--- src/design/tcrt_pkg.sv ---
// Package for the three-channel reload timer.
// Holds the command codes, register map constants, transaction types and the divider mask.
// No dependencies.
package tcrt_pkg;

  localparam int CHANNELS_DEFAULT = 3;
  localparam int CTL_W            = 10;
  localparam int PRESCALE_W       = 10;
  localparam int IRQ_W            = 3;

  localparam int UNDERFLOW_BIT = 8;
  localparam int ENABLE_BIT    = 5;

  localparam logic [CTL_W-1:0] CTL_MASK_LAST  = 10'h3ff;
  localparam logic [CTL_W-1:0] CTL_MASK_OTHER = 10'h13f;

  localparam logic [3:0] REG_OUT_CTL = 4'd0;
  localparam logic [3:0] REG_START   = 4'd1;
  localparam int         REG_CH_BASE = 2;
  localparam int         REGS_PER_CH = 3;

  localparam logic [2:0] MODE_LAST_VALID = 3'd4;

  typedef enum logic [1:0] {
    CMD_TICK  = 2'd0,
    CMD_READ  = 2'd1,
    CMD_WRITE = 2'd2
  } cmd_t;

  typedef struct packed {
    logic [1:0]  cmd;
    logic [3:0]  reg_index;
    logic [31:0] wdata;
  } req_t;

  function automatic logic [PRESCALE_W-1:0] div_mask(input logic [2:0] mode);
    logic [PRESCALE_W-1:0] m;
    case (mode)
      3'd0:    m = 10'h003;
      3'd1:    m = 10'h00f;
      3'd2:    m = 10'h03f;
      3'd3:    m = 10'h0ff;
      default: m = 10'h3ff;
    endcase
    return m;
  endfunction

endpackage

--- src/design/tcrt_if.sv ---
// Handshake interfaces for the request and response channels of the reload timer.
// Depends on nothing; widths follow the transaction fields.
interface tcrt_req_if;
  logic        valid;
  logic        ready;
  logic [1:0]  cmd;
  logic [3:0]  reg_index;
  logic [31:0] wdata;

  modport source (output valid, output cmd, output reg_index, output wdata, input ready);
  modport sink   (input valid, input cmd, input reg_index, input wdata, output ready);
endinterface

interface tcrt_rsp_if;
  logic        valid;
  logic        ready;
  logic [31:0] rdata;
  logic [2:0]  irq;

  modport source (output valid, output rdata, output irq, input ready);
  modport sink   (input valid, input rdata, input irq, output ready);
endinterface

--- src/design/three_channel_reload_timer.sv ---
// Three-channel reload timer: CHANNELS (default three) 32-bit down-counters behind word registers.
// Depends on tcrt_pkg and the interfaces in tcrt_if.sv.
//
// Usage:
//   req carries one transaction per item: cmd 0 is a peripheral-clock tick,
//   1 a register read, 2 a register write (reg_index, wdata). Every accepted
//   item yields exactly one transaction on rsp: rdata (read data, else zero)
//   and irq (underflow flag AND interrupt enable per channel, after the item).
//   An accepted item passes the input register and then the result register
//   before its rsp handshake. Throughput is one item per cycle while rsp does
//   not stall; every item completes in the single execute step between those
//   registers.
//   When rsp stalls, the result register holds and the input register still
//   takes one more item; req.ready drops only when both are full.
//   Reset clears the counters and reload values to all ones, control words,
//   dividers, run bits, output control and prescaler to zero, and empties
//   both registers.
module three_channel_reload_timer
  import tcrt_pkg::*;
#(
  parameter int CHANNELS = CHANNELS_DEFAULT
) (
  input  logic          clk,
  input  logic          rst,
  tcrt_req_if.sink      req,
  tcrt_rsp_if.source    rsp
);

  localparam int IRQ_N = (CHANNELS < IRQ_W) ? CHANNELS : IRQ_W;

  logic                  in_valid;
  req_t                  in_item;
  logic                  exec;

  logic                  out_valid;
  logic [31:0]           out_rdata;
  logic [IRQ_W-1:0]      out_irq;

  logic [31:0]           count       [CHANNELS];
  logic [31:0]           reload      [CHANNELS];
  logic [CTL_W-1:0]      ctl         [CHANNELS];
  logic [2:0]            mode        [CHANNELS];
  logic [CHANNELS-1:0]   run;
  logic                  out_ctl;
  logic [PRESCALE_W-1:0] prescale;

  logic [31:0]           count_next  [CHANNELS];
  logic [31:0]           reload_next [CHANNELS];
  logic [CTL_W-1:0]      ctl_next    [CHANNELS];
  logic [2:0]            mode_next   [CHANNELS];
  logic [CHANNELS-1:0]   run_next;
  logic                  out_ctl_next;
  logic [PRESCALE_W-1:0] prescale_next;
  logic [31:0]           rdata_next;
  logic [IRQ_W-1:0]      irq_next;

  logic [PRESCALE_W-1:0] tick_prescale;
  logic [31:0]           idx;
  logic [CTL_W-1:0]      ctl_wr;

  assign exec      = in_valid && (!out_valid || rsp.ready);
  assign req.ready = !in_valid || exec;

  assign rsp.valid = out_valid;
  assign rsp.rdata = out_rdata;
  assign rsp.irq   = out_irq;

  always_ff @(posedge clk) begin
    if (rst) begin
      in_valid <= 1'b0;
    end else if (req.ready) begin
      in_valid <= req.valid;
    end
    if (req.valid && req.ready) begin
      in_item.cmd       <= req.cmd;
      in_item.reg_index <= req.reg_index;
      in_item.wdata     <= req.wdata;
    end
  end

  always_comb begin
    count_next    = count;
    reload_next   = reload;
    ctl_next      = ctl;
    mode_next     = mode;
    run_next      = run;
    out_ctl_next  = out_ctl;
    prescale_next = prescale;
    rdata_next    = '0;
    tick_prescale = prescale + 10'd1;
    idx           = 32'(in_item.reg_index);
    ctl_wr        = '0;
    case (in_item.cmd)
      CMD_TICK: begin
        prescale_next = tick_prescale;
        for (int n = 0; n < CHANNELS; n++) begin
          if (run[n] && ((tick_prescale & div_mask(mode[n])) == '0)) begin
            if (count[n] == '0) begin
              count_next[n]              = reload[n];
              ctl_next[n][UNDERFLOW_BIT] = 1'b1;
            end else begin
              count_next[n] = count[n] - 32'd1;
            end
          end
        end
      end
      CMD_READ: begin
        if (in_item.reg_index == REG_OUT_CTL) begin
          rdata_next = {31'd0, out_ctl};
        end else if (in_item.reg_index == REG_START) begin
          rdata_next = 32'(run);
        end
        for (int n = 0; n < CHANNELS; n++) begin
          if (idx == 32'(REG_CH_BASE + REGS_PER_CH * n)) begin
            rdata_next = reload[n];
          end else if (idx == 32'(REG_CH_BASE + REGS_PER_CH * n + 1)) begin
            rdata_next = count[n];
          end else if (idx == 32'(REG_CH_BASE + REGS_PER_CH * n + 2)) begin
            rdata_next = 32'(ctl[n]);
          end
        end
      end
      CMD_WRITE: begin
        if (in_item.reg_index == REG_OUT_CTL) begin
          out_ctl_next = in_item.wdata[0];
        end else if (in_item.reg_index == REG_START) begin
          run_next = in_item.wdata[CHANNELS-1:0];
        end
        for (int n = 0; n < CHANNELS; n++) begin
          if (idx == 32'(REG_CH_BASE + REGS_PER_CH * n)) begin
            reload_next[n] = in_item.wdata;
          end else if (idx == 32'(REG_CH_BASE + REGS_PER_CH * n + 1)) begin
            count_next[n] = in_item.wdata;
          end else if (idx == 32'(REG_CH_BASE + REGS_PER_CH * n + 2)) begin
            ctl_wr      = in_item.wdata[CTL_W-1:0]
                          & ((n == CHANNELS - 1) ? CTL_MASK_LAST : CTL_MASK_OTHER);
            ctl_next[n] = ctl_wr;
            if (ctl_wr[2:0] inside {[3'd0:MODE_LAST_VALID]}) begin
              mode_next[n] = ctl_wr[2:0];
            end
          end
        end
      end
      default: begin
      end
    endcase
    irq_next = '0;
    for (int b = 0; b < IRQ_N; b++) begin
      irq_next[b] = ctl_next[b][UNDERFLOW_BIT] && ctl_next[b][ENABLE_BIT];
    end
  end

  always_ff @(posedge clk) begin
    if (rst) begin
      for (int n = 0; n < CHANNELS; n++) begin
        count[n]  <= '1;
        reload[n] <= '1;
        ctl[n]    <= '0;
        mode[n]   <= '0;
      end
      run      <= '0;
      out_ctl  <= 1'b0;
      prescale <= '0;
    end else if (exec) begin
      count    <= count_next;
      reload   <= reload_next;
      ctl      <= ctl_next;
      mode     <= mode_next;
      run      <= run_next;
      out_ctl  <= out_ctl_next;
      prescale <= prescale_next;
    end
  end

  always_ff @(posedge clk) begin
    if (rst) begin
      out_valid <= 1'b0;
    end else if (exec) begin
      out_valid <= 1'b1;
    end else if (rsp.ready) begin
      out_valid <= 1'b0;
    end
    if (exec) begin
      out_rdata <= rdata_next;
      out_irq   <= irq_next;
    end
  end

endmodule

--- src/flat_wrapper.sv ---
// flat-port wrapper written by rule: the top's interface ports become plain ports
module three_channel_reload_timer_flat import tcrt_pkg::*;
#(
  parameter int CHANNELS = CHANNELS_DEFAULT
)
  (clk, rst, req_valid, req_cmd, req_reg_index, req_wdata, req_ready, rsp_valid, rsp_rdata, rsp_irq, rsp_ready);
  tcrt_req_if req_i ();
  tcrt_rsp_if rsp_i ();
  input  logic clk;
  input  logic rst;
  input wire logic [$bits(req_i.valid)-1:0] req_valid;
  input wire logic [$bits(req_i.cmd)-1:0] req_cmd;
  input wire logic [$bits(req_i.reg_index)-1:0] req_reg_index;
  input wire logic [$bits(req_i.wdata)-1:0] req_wdata;
  output wire logic [$bits(req_i.ready)-1:0] req_ready;
  output wire logic [$bits(rsp_i.valid)-1:0] rsp_valid;
  output wire logic [$bits(rsp_i.rdata)-1:0] rsp_rdata;
  output wire logic [$bits(rsp_i.irq)-1:0] rsp_irq;
  input wire logic [$bits(rsp_i.ready)-1:0] rsp_ready;
  assign req_i.valid = req_valid;
  assign req_i.cmd = req_cmd;
  assign req_i.reg_index = req_reg_index;
  assign req_i.wdata = req_wdata;
  assign req_ready = req_i.ready;
  assign rsp_valid = rsp_i.valid;
  assign rsp_rdata = rsp_i.rdata;
  assign rsp_irq = rsp_i.irq;
  assign rsp_i.ready = rsp_ready;
  three_channel_reload_timer #(.CHANNELS(CHANNELS)) u_core (.clk(clk), .rst(rst), .req(req_i), .rsp(rsp_i));
endmodule
--- config.mk ---
export PLATFORM = sky130hd
export DESIGN_NAME = three_channel_reload_timer_flat
export DESIGN_NICKNAME = d
export VERILOG_FILES = /design/src/design/tcrt_pkg.sv /design/src/design/tcrt_if.sv /design/src/design/three_channel_reload_timer.sv /design/src/flat_wrapper.sv
export SDC_FILE = /design/constraint.sdc
export NUM_CORES = 1
export LEC_CHECK = 0
export ABC_AREA = 1
export BUFFER_PORTS_ARGS = -buffer_cell sky130_fd_sc_hd__buf_4
export CORE_MARGIN = 2
export CORE_UTILIZATION = 45
export CTS_CLUSTER_SIZE = 12
export DETAILED_ROUTE_END_ITERATION = 7
export SYNTH_ARGS = -nofsm -noshare
export SYNTH_HDL_FRONTEND = slang
export SYNTH_SLANG_ARGS = --single-unit
export TNS_END_PERCENT = 5
--- constraint.sdc ---
create_clock -name clk -period 3 [get_ports clk]
set_input_delay 0.3 -clock clk [delete_from_list [all_inputs] [get_ports clk]]
set_output_delay 0.3 -clock clk [all_outputs]
set_load 0.1 [all_outputs]
==> metrics.md, run 1 <==
| Metric | Value |
|---|---|
| DRT antenna net count | 0 |
| RSZ-0062 raised after global routing | no |
| Pre-Repair DR Iteration Count | 6 |
| Nets | 2494 |
| CP max FO | 12 |
| PwrDens | 526 nW/um^2 |
| GRT overflow | 0 |
| Max_slew headroom | 20.8% |
| N_diodes | 0 |
| Grt met2 use | 45.7% |
| Leak | 0.00842 uW |
| Row cnt | 70 |
| CTS Buf Count | 37 |
| Cells after synthesis | 2355 |
| Worst Hold Path EP | u_core.in_valid |
| Crit path DAT | 3090 ps |
| CP startpoint kind | flop |
| Status | complete, no violations |
| GR peak layer | met1 |
| Setup CP Type | flop to flop |
| I/O Buffers | 78 |
| DR vias | 17000 |
| Worst hold path type | input port to flop |
| Mean Syn Cell Area | 7.14 sq um |
| Maximum clock frequency | 359 MHz |
| Clock latency on the worst-skew pair | 570 ps |
| Worst Setup SP | u_core.idx[0] |
| R2r setup slk | 220 ps |
| Hold Vio Cnt, Final | 0 |
| CTS sink cnt | 314 |
| Die Wd | 197 um |
| Final setup viols | 0 |
| Core area | 36700 sq um |
| Worst setup EP type | flop |
| Tcrit/Tclk final | 92.7% |
| Setup_tns | 0 ps |
| Peak VDD IR | 0.425 mV |
| Top FF cell, synth | dfxtp_1 |
| Die height | 197 um |
| WL/cell | 21.1 um |
| DPL Wire Length | 45300 um |
| #FFs+latches synth | 314 |
| Pwr Total | 10300 uW |
| Clock Tree Buf Depth | 3 |
| Post-CTS Setup Bufs | 0 |
| Share of layout cells above drive strength 1 | 9.30% |
| Asr flop ratio synth | 0% |
| TritonCTS clock tree | built |
| H-tree depth | 2 |
| DRC violations left | 0 |
| Num ports | 79 |
| Die ar. | 38900 sq um |
| Final wirelength | 62100 um |
| WHS Path Cells | 3 |
| Largest net degree at the start of global routing | 73 |
| PostCTS Resize Cnt | 0 |
| Met3 Use GR | 7.09% |
| RR Startpoint | u_core.idx[0] |
| Via-to-Cell Ratio | 5.78 |
| Met1 Use GR | 48.1% |
| Max-slew violations | 0 |
| Mapped cell area | 16800 sq um |
| R2R Path End | u_core.rsp.rdata[2] |
| Tmin final | 2780 ps |
| FF-to-FF path depth | 11 |
| EDFF count, synth | 73 |
| Clock root buffer | clkbuf_16 |
| First-pass GRT wire length | 94400 um |
| Initial core utilization | 45.8% |
| Number of distinct library cells after synthesis | 47 |
| 1st-iter DRT viols | 2099 |
| Area Overhead vs Synth | 16.0% |
| Sequential-to-total area share from yosys stat | 41.7% |
| Setup Skew | 23.3 ps |
| GPL Wtd Cong | 0.972 |
| Yosys warns | 0 |
| Crit path required time | 3310 ps |
| MaxCap Viol Count | 0 |
| Initial antenna violation count | 1 |
| Worst-path clk slew | 60 ps |
| Tot GR Track Use | 32.0% |
| Syn_nets | 2403 |
| Worst-margin pin slew | 1190 ps |
| Vias in the first global route | 15600 |
| Hold Startpoint | req_valid |
cell families after synthesis:
logic type,Yosys count,share of synthesized area [%]
simple gates,1148,29.5
buf+inv,338,8.12
xor+xnor,40,2.08
flops,314,41.7
compound gates,509,18.1
fa+ha+maj,6,0.446
sequential cells by signal (all words and copies together) (netlist names):
signal / cells
u_core.in_item: 34
u_core.out_ctl: 1
u_core.ctl: 24
u_core.rsp.irq: 3
u_core.mode: 9
u_core.idx: 4
u_core.reload: 96
u_core.in_valid: 1
u_core.rsp.rdata: 32
u_core.rsp.valid: 1
u_core.run: 3
u_core.count: 96
u_core.prescale: 10
cells in the mapped netlist (2+ instances only):
library cell  count  share of area, %
a221oi_1         14              0.73
xnor2_1           9              0.47
nor2_4            5              0.33
o21ai_0         160               4.8
nor4_1            3              0.11
buf_1             4             0.089
nand2_1         608                14
or2_2             3              0.11
edfxtp_1         73                13
nor2_1          222               5.0
o21a_1            3              0.13
o2111ai_1        14              0.73
inv_1           207               4.6
nor3_1            9              0.27
o211ai_1        115               5.1
a211oi_1          4              0.18
nand2_2           7              0.26
clkbuf_1         76               1.7
a21boi_0          6              0.27
inv_2            11              0.25
a31oi_1           5              0.19
nand3_1         197               5.9
a21oi_1         144               4.3
nand2_4           3              0.20
nor2_2            8              0.30
nand4_1          28               1.0
dfxtp_1         241                29
ha_1              6              0.45
buf_2            25              0.74
buf_6             6              0.40
xor2_1           31               1.6
o21ai_1          21              0.62
and2_1            2             0.074
o22ai_1           6              0.22
clkinv_1          3             0.067
buf_4             5              0.22
nand3_2           4              0.24
o221ai_1         13              0.68
nand3b_1         46               2.1
area by class of cell:
class	count	area, sq um
multi-input combinational	1703	8450
timing repair buffer	168	1420
fill	3582	17200
clock inverter	9	73.8
tap	468	586
clock buffer	58	1130
inverter	222	841
sequential	314	7020
critical path, stage by stage (launching register included):
cell and delay [ps]:
edfxtp_1 420, nand2_1 110, inv_1 40, nand2_1 110, clkinv_1 450, a21oi_1 290
nand2_1 110, nor4_1 600, buf_4 220, nand4_1 70, nand2_1 70, inv_1 40
through the flow:
step                worst slack [ps]  utilization [%]  hold slack [ps]  std cells  area [sq um]
global route                    17.5             53.2             70.6       2942         19500
detailed placement               290             48.9              449       2837         17900
CTS                              268             53.2             22.8       2942         19500
floorplan                        155                -              399       2355         16800
global placement                 273             48.9              446       2837         17900
finish                           218             53.2             43.3       2942         19500
routing by layer:
metal | share of wire (%) | wire length, um | vias to the layer above
li1 | - | - | 8143
met1 | 47 | 29200 | 8053
met2 | 41 | 25300 | 725
met3 | 10 | 6270 | 84
met4 | 2.2 | 1350 | 2
met5 | 0.021 | 13 | -
power breakdown:
part	leakage (uW)	internal, uW	switching, uW
registers	0.00265	4460	173
clock network	0.000588	2680	1860
logic	0.00518	330	754
total	0.00842	7480	2790
cell usage in the layout (no fill, tap or decap), types with 28 or more instances in the layout:
cell / instances
nand4_1: 28
a21oi_1: 144
buf_4: 125
dfxtp_1: 241
xor2_1: 31
nand2_1: 608
dlygate4sd3_1: 38
nand3_1: 196
nand3b_1: 46
inv_1: 204
nor2_1: 219
o21ai_0: 160
edfxtp_1: 73
o211ai_1: 115
clkbuf_16: 42
how the worst max path moves through the flow:
| stage | endpoint | slack, ps | cells past startpoint |
|---|---|---|---|
| floorplan | u_core.idx[0] | 150 | 3 |
| detailed placement | u_core.count[35] | 290 | 13 |
| finish | u_core.rsp.rdata[2] | 220 | 11 |
| global route | u_core.count[41] | 20 | 12 |
| global placement | u_core.count[35] | 270 | 13 |
| CTS | u_core.rsp.rdata[2] | 270 | 11 |
timing repair:
item | in CTS | in global routing
hold buffers | 38 | 0
hold endpoints to repair | 38 | 0
endpoints found under the setup margin | 0 | 0
Note: power is estimated with default switching activity, not from simulation.
==> run 2: changes to the inputs <==
--- a/config.mk
+++ b/config.mk
@@ -7,6 +7,7 @@
 export LEC_CHECK = 0
 export ABC_AREA = 1
 export BUFFER_PORTS_ARGS = -buffer_cell sky130_fd_sc_hd__buf_4
+export CORE_ASPECT_RATIO = 1.1
 export CORE_MARGIN = 2
 export CORE_UTILIZATION = 45
 export CTS_CLUSTER_SIZE = 12
==> run 2 against run 1 <==
  * Via count is 0.54% lower
  * Combinational power hardly changed
  * First-iteration DRC count is 1.4% lower
  * Worst setup slack better by 140 ps
  * Flip-flop and latch count stayed put
  * Wire length is 0.97% lower
  * Fmax is 5.3% higher
  * Design area is 0.29% higher
  * Total power is 1.6% higher
  * Critical path depth stayed put
  * Clock skew is 3.5 ps lower
  * Hold slack worse by 2.4 ps
  * Critical path type unchanged
  * Highest routed layer is now met4
==> metrics.md, run 2 (synthesis results as in run 1) <==
| Metric | Value |
|---|---|
| Peak VDD IR | 0.492 mV |
| Tmin final | 2640 ps |
| FF-to-FF path depth | 11 |
| CP startpoint kind | flop |
| Maximum clock frequency | 379 MHz |
| 1st-iter DRT viols | 2069 |
| Die Wd | 188 um |
| WHS Path Cells | 3 |
| Worst hold path type | input port to flop |
| NetSw | 2760 uW |
| Setup CP Type | flop to flop |
| DRT antenna net count | 0 |
| Tcrit/Tclk final | 88.1% |
| WL/cell | 20.8 um |
| Tot GR Track Use | 31.6% |
| Top Family by Delay on Critical Path | simple AND/OR/NAND/NOR gates |
| Worst setup EP type | flop |
| RR Startpoint | u_core.idx[0] |
| First-pass GRT wire length | 93700 um |
| Comb pwr share | 10.3% |
| GRT overflow | 0 |
| R2r setup slk | 360 ps |
| Num ports | 79 |
| Switching Share | 26.5% |
| Most common cell after layout, fill and taps aside | nand2_1 |
| DPL Wire Length | 43900 um |
| MaxCap Viol Count | 0 |
| Final wirelength | 61500 um |
| I/O Buffers | 78 |
| Hold Vio Cnt, Final | 0 |
| DR vias | 16900 |
| CP max FO | 8 |
| Reg power frac | 44.4% |
| Max stage delay on crit path | 440 ps |
| Worst-path cell chain | nand2_1 > inv_1 > nand2_1 > clkinv_1 > a21oi_1 > nand2_1 > nor4_2 > buf_4 > nand4_1 > nand2_1 > inv_1 |
| Die ar. | 38900 sq um |
| RSZ-0062 raised after global routing | no |
| Slowest stage cell, crit path | edfxtp_1 |
| Final setup viols | 0 |
| Row cnt | 74 |
| Nets | 2487 |
| CTS Buf Count | 37 |
| Worst Hold Path EP | u_core.in_valid |
| Post-CTS Setup Bufs | 0 |
| Clock root buffer | clkbuf_16 |
| Pre-Repair DR Iteration Count | 6 |
| Worst-path clk slew | 60 ps |
| Clock latency on the worst-skew pair | 560 ps |
| Crit path required time | 3300 ps |
| Max-slew violations | 0 |
| Post-DP Area | 17900 sq um |
| DRC violations left | 0 |
| Setup_tns | 0 ps |
| H-tree depth | 2 |
| Crit path DAT | 2940 ps |
| Area Overhead vs Synth | 16.4% |
| TritonCTS clock tree | built |
| Status | complete, no violations |
| CP bufs+invs | 4 |
| Largest regs | u_core.count (96), u_core.reload (96), u_core.in_item (34) |
| Die height | 207 um |
| Clock share of power | 45.3% |
| Max_slew headroom | 45.0% |
| Cell mode on critical path | nand2_1 |
| Via-to-Cell Ratio | 5.71 |
| GPL Wtd Cong | 0.982 |
| Leak | 0.00843 uW |
| Core area | 37000 sq um |
| Filler cells | 3656 |
| Most frequent cells in the layout | 608 x nand2_1, 241 x dfxtp_1, 219 x nor2_1 |
| Largest net degree at the start of global routing | 89 |
| Clock Tree Buf Depth | 3 |
| R2R Path End | u_core.rsp.rdata[2] |
| Initial antenna violation count | 0 |
| N_diodes | 0 |
| Share of layout cells above drive strength 1 | 9.44% |
| PwrDens | 533 nW/um^2 |
| Post-route cell area | 19600 sq um |
| CTS sink cnt | 314 |
| Initial core utilization | 45.4% |
| Cell-internal power | 7670 uW |
| Setup Skew | 19.8 ps |
| Hold Startpoint | req_valid |
| Hold WS | 40.8 ps |
| Vias in the first global route | 15300 |
| Worst-margin pin slew | 824 ps |
[run 2: worst max path at each step]
stage | endpoint | startpoint | cells after the start
floorplan | u_core.idx[0] | u_core.rsp.valid | 3
global placement | u_core.rsp.rdata[2] | u_core.idx[0] | 11
detailed placement | u_core.rsp.rdata[2] | u_core.idx[0] | 11
CTS | u_core.rsp.rdata[2] | u_core.idx[0] | 11
global route | u_core.count[36] | u_core.prescale[1] | 14
finish | u_core.rsp.rdata[2] | u_core.idx[0] | 11
[run 2: worst min-delay path, delay by kind of cell]
kind | cells | cell delay, ps
AO/OA/AOI/OAI | 1 | 110
buffers and inverters | 1 | 80
AND/OR/NAND/NOR | 1 | 60
[run 2: final cells by class]
| type | count | area [sq um] | share of cell area (%) |
|---|---|---|---|
| multi-input cells | 1703 | 8460 | 43.2 |
| inverters | 222 | 841 | 4.30 |
| clock buffers | 55 | 1140 | 5.81 |
| well taps | 494 | 618 | 3.16 |
| repair buffers | 161 | 1370 | 6.98 |
| clock inverters | 12 | 138 | 0.703 |
| flip-flops and latches | 314 | 7020 | 35.8 |
[run 2: layer usage]
layer,vias up,part of all wire [%],routed length [um],GRT usage (%)
met5,-,0,0,0
li1,8128,-,-,-
met1,7896,44,27200,45.3
met4,0,2.9,1800,9.68
met2,793,42,25900,46.8
met3,99,11,6650,7.76
[run 2: per-stage QoR]
step / cells / setup slack [ps] / total power [uW] / utilization (%)
2_1_floorplan: 2355 / 155 / 5340 / -
3_3_place_gp: 2856 / 316 / 5720 / 48.4
3_5_place_dp: 2856 / 206 / 5730 / 48.4
4_1_cts: 2961 / 190 / 10500 / 52.8
5_1_grt: 2961 / 166 / 10800 / 52.9
6_report: 2961 / 358 / 10400 / 52.9
[run 2: power groups by stage]
stage          logic, uW  registers, uW  clock network, uW
2_1_floorplan        502           4840                  0
3_3_place_gp        1000           4720                  0
3_5_place_dp        1010           4720                  0
4_1_cts             1050           4630               4810
5_1_grt             1160           4640               4970
6_report            1070           4640               4730
[run 2: repair_timing]
item | CTS | global route
endpoints found under the hold margin | 38 | 0
hold buffers | 38 | 0
resized for setup | 0 | 1
setup endpoints to repair | 0 | 1
==> run 3: changes to the inputs <==
--- a/config.mk
+++ b/config.mk
@@ -7,6 +7,7 @@
 export LEC_CHECK = 0
 export ABC_AREA = 1
 export BUFFER_PORTS_ARGS = -buffer_cell sky130_fd_sc_hd__buf_4
+export CAP_MARGIN = 10
 export CORE_ASPECT_RATIO = 1.1
 export CORE_MARGIN = 2
 export CORE_UTILIZATION = 45
==> constraint.sdc (replaced) <==
create_clock -name clk -period 2.4 [get_ports clk]
set_input_delay 0.24 -clock clk [delete_from_list [all_inputs] [get_ports clk]]
set_output_delay 0.24 -clock clk [all_outputs]
set_load 0.1 [all_outputs]
==> run 3 against run 2 <==
  * Sequential power increased by 24%
  * Highest routed layer unchanged
  * Clock-buffer cell count up 1
  * Wire length is 0.87% higher
  * Critical endpoint is now u_core.rsp.rdata[23]
  * Sequential share of layout area fell by 1.1 points
  * Total power rose by 24%
  * Combinational power grew 36%
==> metrics.md, run 3 (synthesis results as in run 1) <==
| Metric | Value |
|---|---|
| Worst setup EP type | flop |
| Tot GR Track Use | 31.6% |
| Largest regs | u_core.count (96), u_core.reload (96), u_core.in_item (34) |
| Cell-internal power | 9470 uW |
| Layout Cells excl Fill | 3018 |
| DPL Wire Length | 44400 um |
| Tmin final | 2370 ps |
| Die height | 207 um |
| Worst hold path type | input port to flop |
| Worst-path clk slew | 60 ps |
| Max-slew violations | 0 |
| Peak VDD IR | 0.517 mV |
| Clock root buffer | clkbuf_16 |
| 1st-iter DRT viols | 2190 |
| DRT antenna net count | 0 |
| Crit path DAT | 2670 ps |
| GRT overflow | 0 |
| Setup CP Type | flop to flop |
| Status | complete, no violations |
| Die Wd | 188 um |
| Die ar. | 38900 sq um |
| Maximum clock frequency | 422 MHz |
| Setup Skew | 21.5 ps |
| Reg power frac | 44.4% |
| Post-route cell area | 20200 sq um |
| MaxCap Viol Count | 0 |
| Post-DP Area | 18400 sq um |
| Crit path required time | 2700 ps |
| Max_slew headroom | 41.3% |
| RSZ-0062 raised after global routing | yes |
| Slowest stage cell, crit path | edfxtp_1 |
| RR Startpoint | u_core.idx[2] |
| Area occupied by multi-input gates | 8520 sq um |
| CP max FO | 10 |
| Hold Startpoint | rst |
| CP bufs+invs | 4 |
| PwrDens | 643 nW/um^2 |
| Row cnt | 74 |
| CTS Buf Count | 37 |
| Tcrit/Tclk final | 98.7% |
| Worst-margin pin slew | 880 ps |
| Final wirelength | 62000 um |
| CTS sink cnt | 314 |
| Dpl cells | 2904 |
| Vias in the first global route | 15800 |
| Max stage delay on crit path | 420 ps |
| Largest net degree at the start of global routing | 87 |
| NetSw | 3520 uW |
| Place WS | -128 ps |
| First-pass GRT wire length | 94500 um |
| Pre-Repair DR Iteration Count | 6 |
| DR vias | 17300 |
| Most frequent cells in the layout | 605 x nand2_1, 240 x dfxtp_1, 218 x nor2_1 |
| Switching Share | 27.1% |
| TritonCTS clock tree | built |
| Comb pwr share | 11.1% |
| DRC violations left | 0 |
| Nets | 2543 |
| Worst-path cell chain | nand2_2 > inv_1 > nand2_1 > clkinvlp_4 > buf_4 > a221oi_1 > o21ai_1 > a21oi_1 > o21ai_0 > nand2_1 > inv_1 |
| Num ports | 79 |
| Clock latency on the worst-skew pair | 560 ps |
| Register area | 7020 sq um |
| WL/cell | 20.6 um |
| Leak | 0.00876 uW |
| Filler cells | 3691 |
| N_diodes | 0 |
| Via-to-Cell Ratio | 5.74 |
| Pwr Total | 13000 uW |
| Hold Vio Cnt, Final | 0 |
| Top Family by Delay on Critical Path | compound AO/OA/AOI/OAI gates |
| Worst Setup SP | u_core.idx[2] |
| Core area | 37000 sq um |
| Initial core utilization | 45.4% |
| Initial antenna violation count | 1 |
| Worst setup margin | 31.7 ps |
| Share of layout cells above drive strength 1 | 11.8% |
| I/O Buffers | 78 |
| GPL Wtd Cong | 0.966 |
| CP startpoint kind | flop |
| Final setup viols | 0 |
| H-tree depth | 2 |
| Area Overhead vs Synth | 20.1% |
| Clock share of power | 44.5% |
| Most common cell after layout, fill and taps aside | nand2_1 |
| Clock Tree Buf Depth | 3 |
| Hold WS | 214 ps |
[run 3: cell types whose count changed in the layout (fill, tap and decap cells not counted), sizes merged]
cell | previous run | this run
inv | 219 | 218
clkinv | 12 | 14
clkinvlp | 0 | 1
clkbuf | 55 | 57
bufinv | 3 | 1
buf | 123 | 175
dlygate4sd3 | 38 | 41
[run 3: power groups by stage]
stage / Sequential [uW] / Clock, uW / Combinational (uW)
floorplan: 6050 / 0 / 628
global placement: 5870 / 0 / 1340
detailed placement: 5870 / 0 / 1350
CTS: 5760 / 5860 / 1410
global route: 5780 / 6050 / 1550
finish: 5770 / 5780 / 1450
[run 3: area by class of cell]
class	count	area share [%]
Multi-Input combinational cell	1703	42.2
Sequential cell	314	34.7
Timing Repair Buffer	217	9.73
Clock buffer	56	5.70
Inverter	222	4.19
Tap cell	494	3.06
Clock inverter	12	0.446
[run 3: worst paths after layout]
kind | end | cells after the start | slack, ps
worst max-delay path | u_core.rsp.rdata[23] | 11 | 30
worst min-delay path | u_core.count[66] | 3 | 210
worst max register to register | u_core.rsp.rdata[23] | 11 | 30
worst min register to register | u_core.out_ctl | 2 | 450
[run 3: stage by stage]
stage               utilization (%)  setup TNS [ps]
global placement               49.8            -196
CTS                            54.3               0
detailed placement             49.8            -128
finish                         54.6               0
global route                   54.6           -21.7
floorplan                         -               0
[run 3: tightest hold or removal path: stages]
cell and delay, ps:
buf_4 110, inv_6 190, nand3b_1 180
[run 3: what timing repair did]
item	in CTS	in global routing
setup buffers	0	4
setup endpoints to repair	2	41
hold endpoints to repair	40	0
pin swaps	0	1
gates cloned	0	1
resized for setup	3	14
hold buffers	41	0
[run 3: layer usage]
| layer | global-route usage (%) | wire, um |
|---|---|---|
| met1 | 46.0 | 27900 |
| met2 | 47.6 | 26500 |
| met3 | 5.21 | 5950 |
| met4 | 10.5 | 1740 |
| met5 | 0 | 0 |
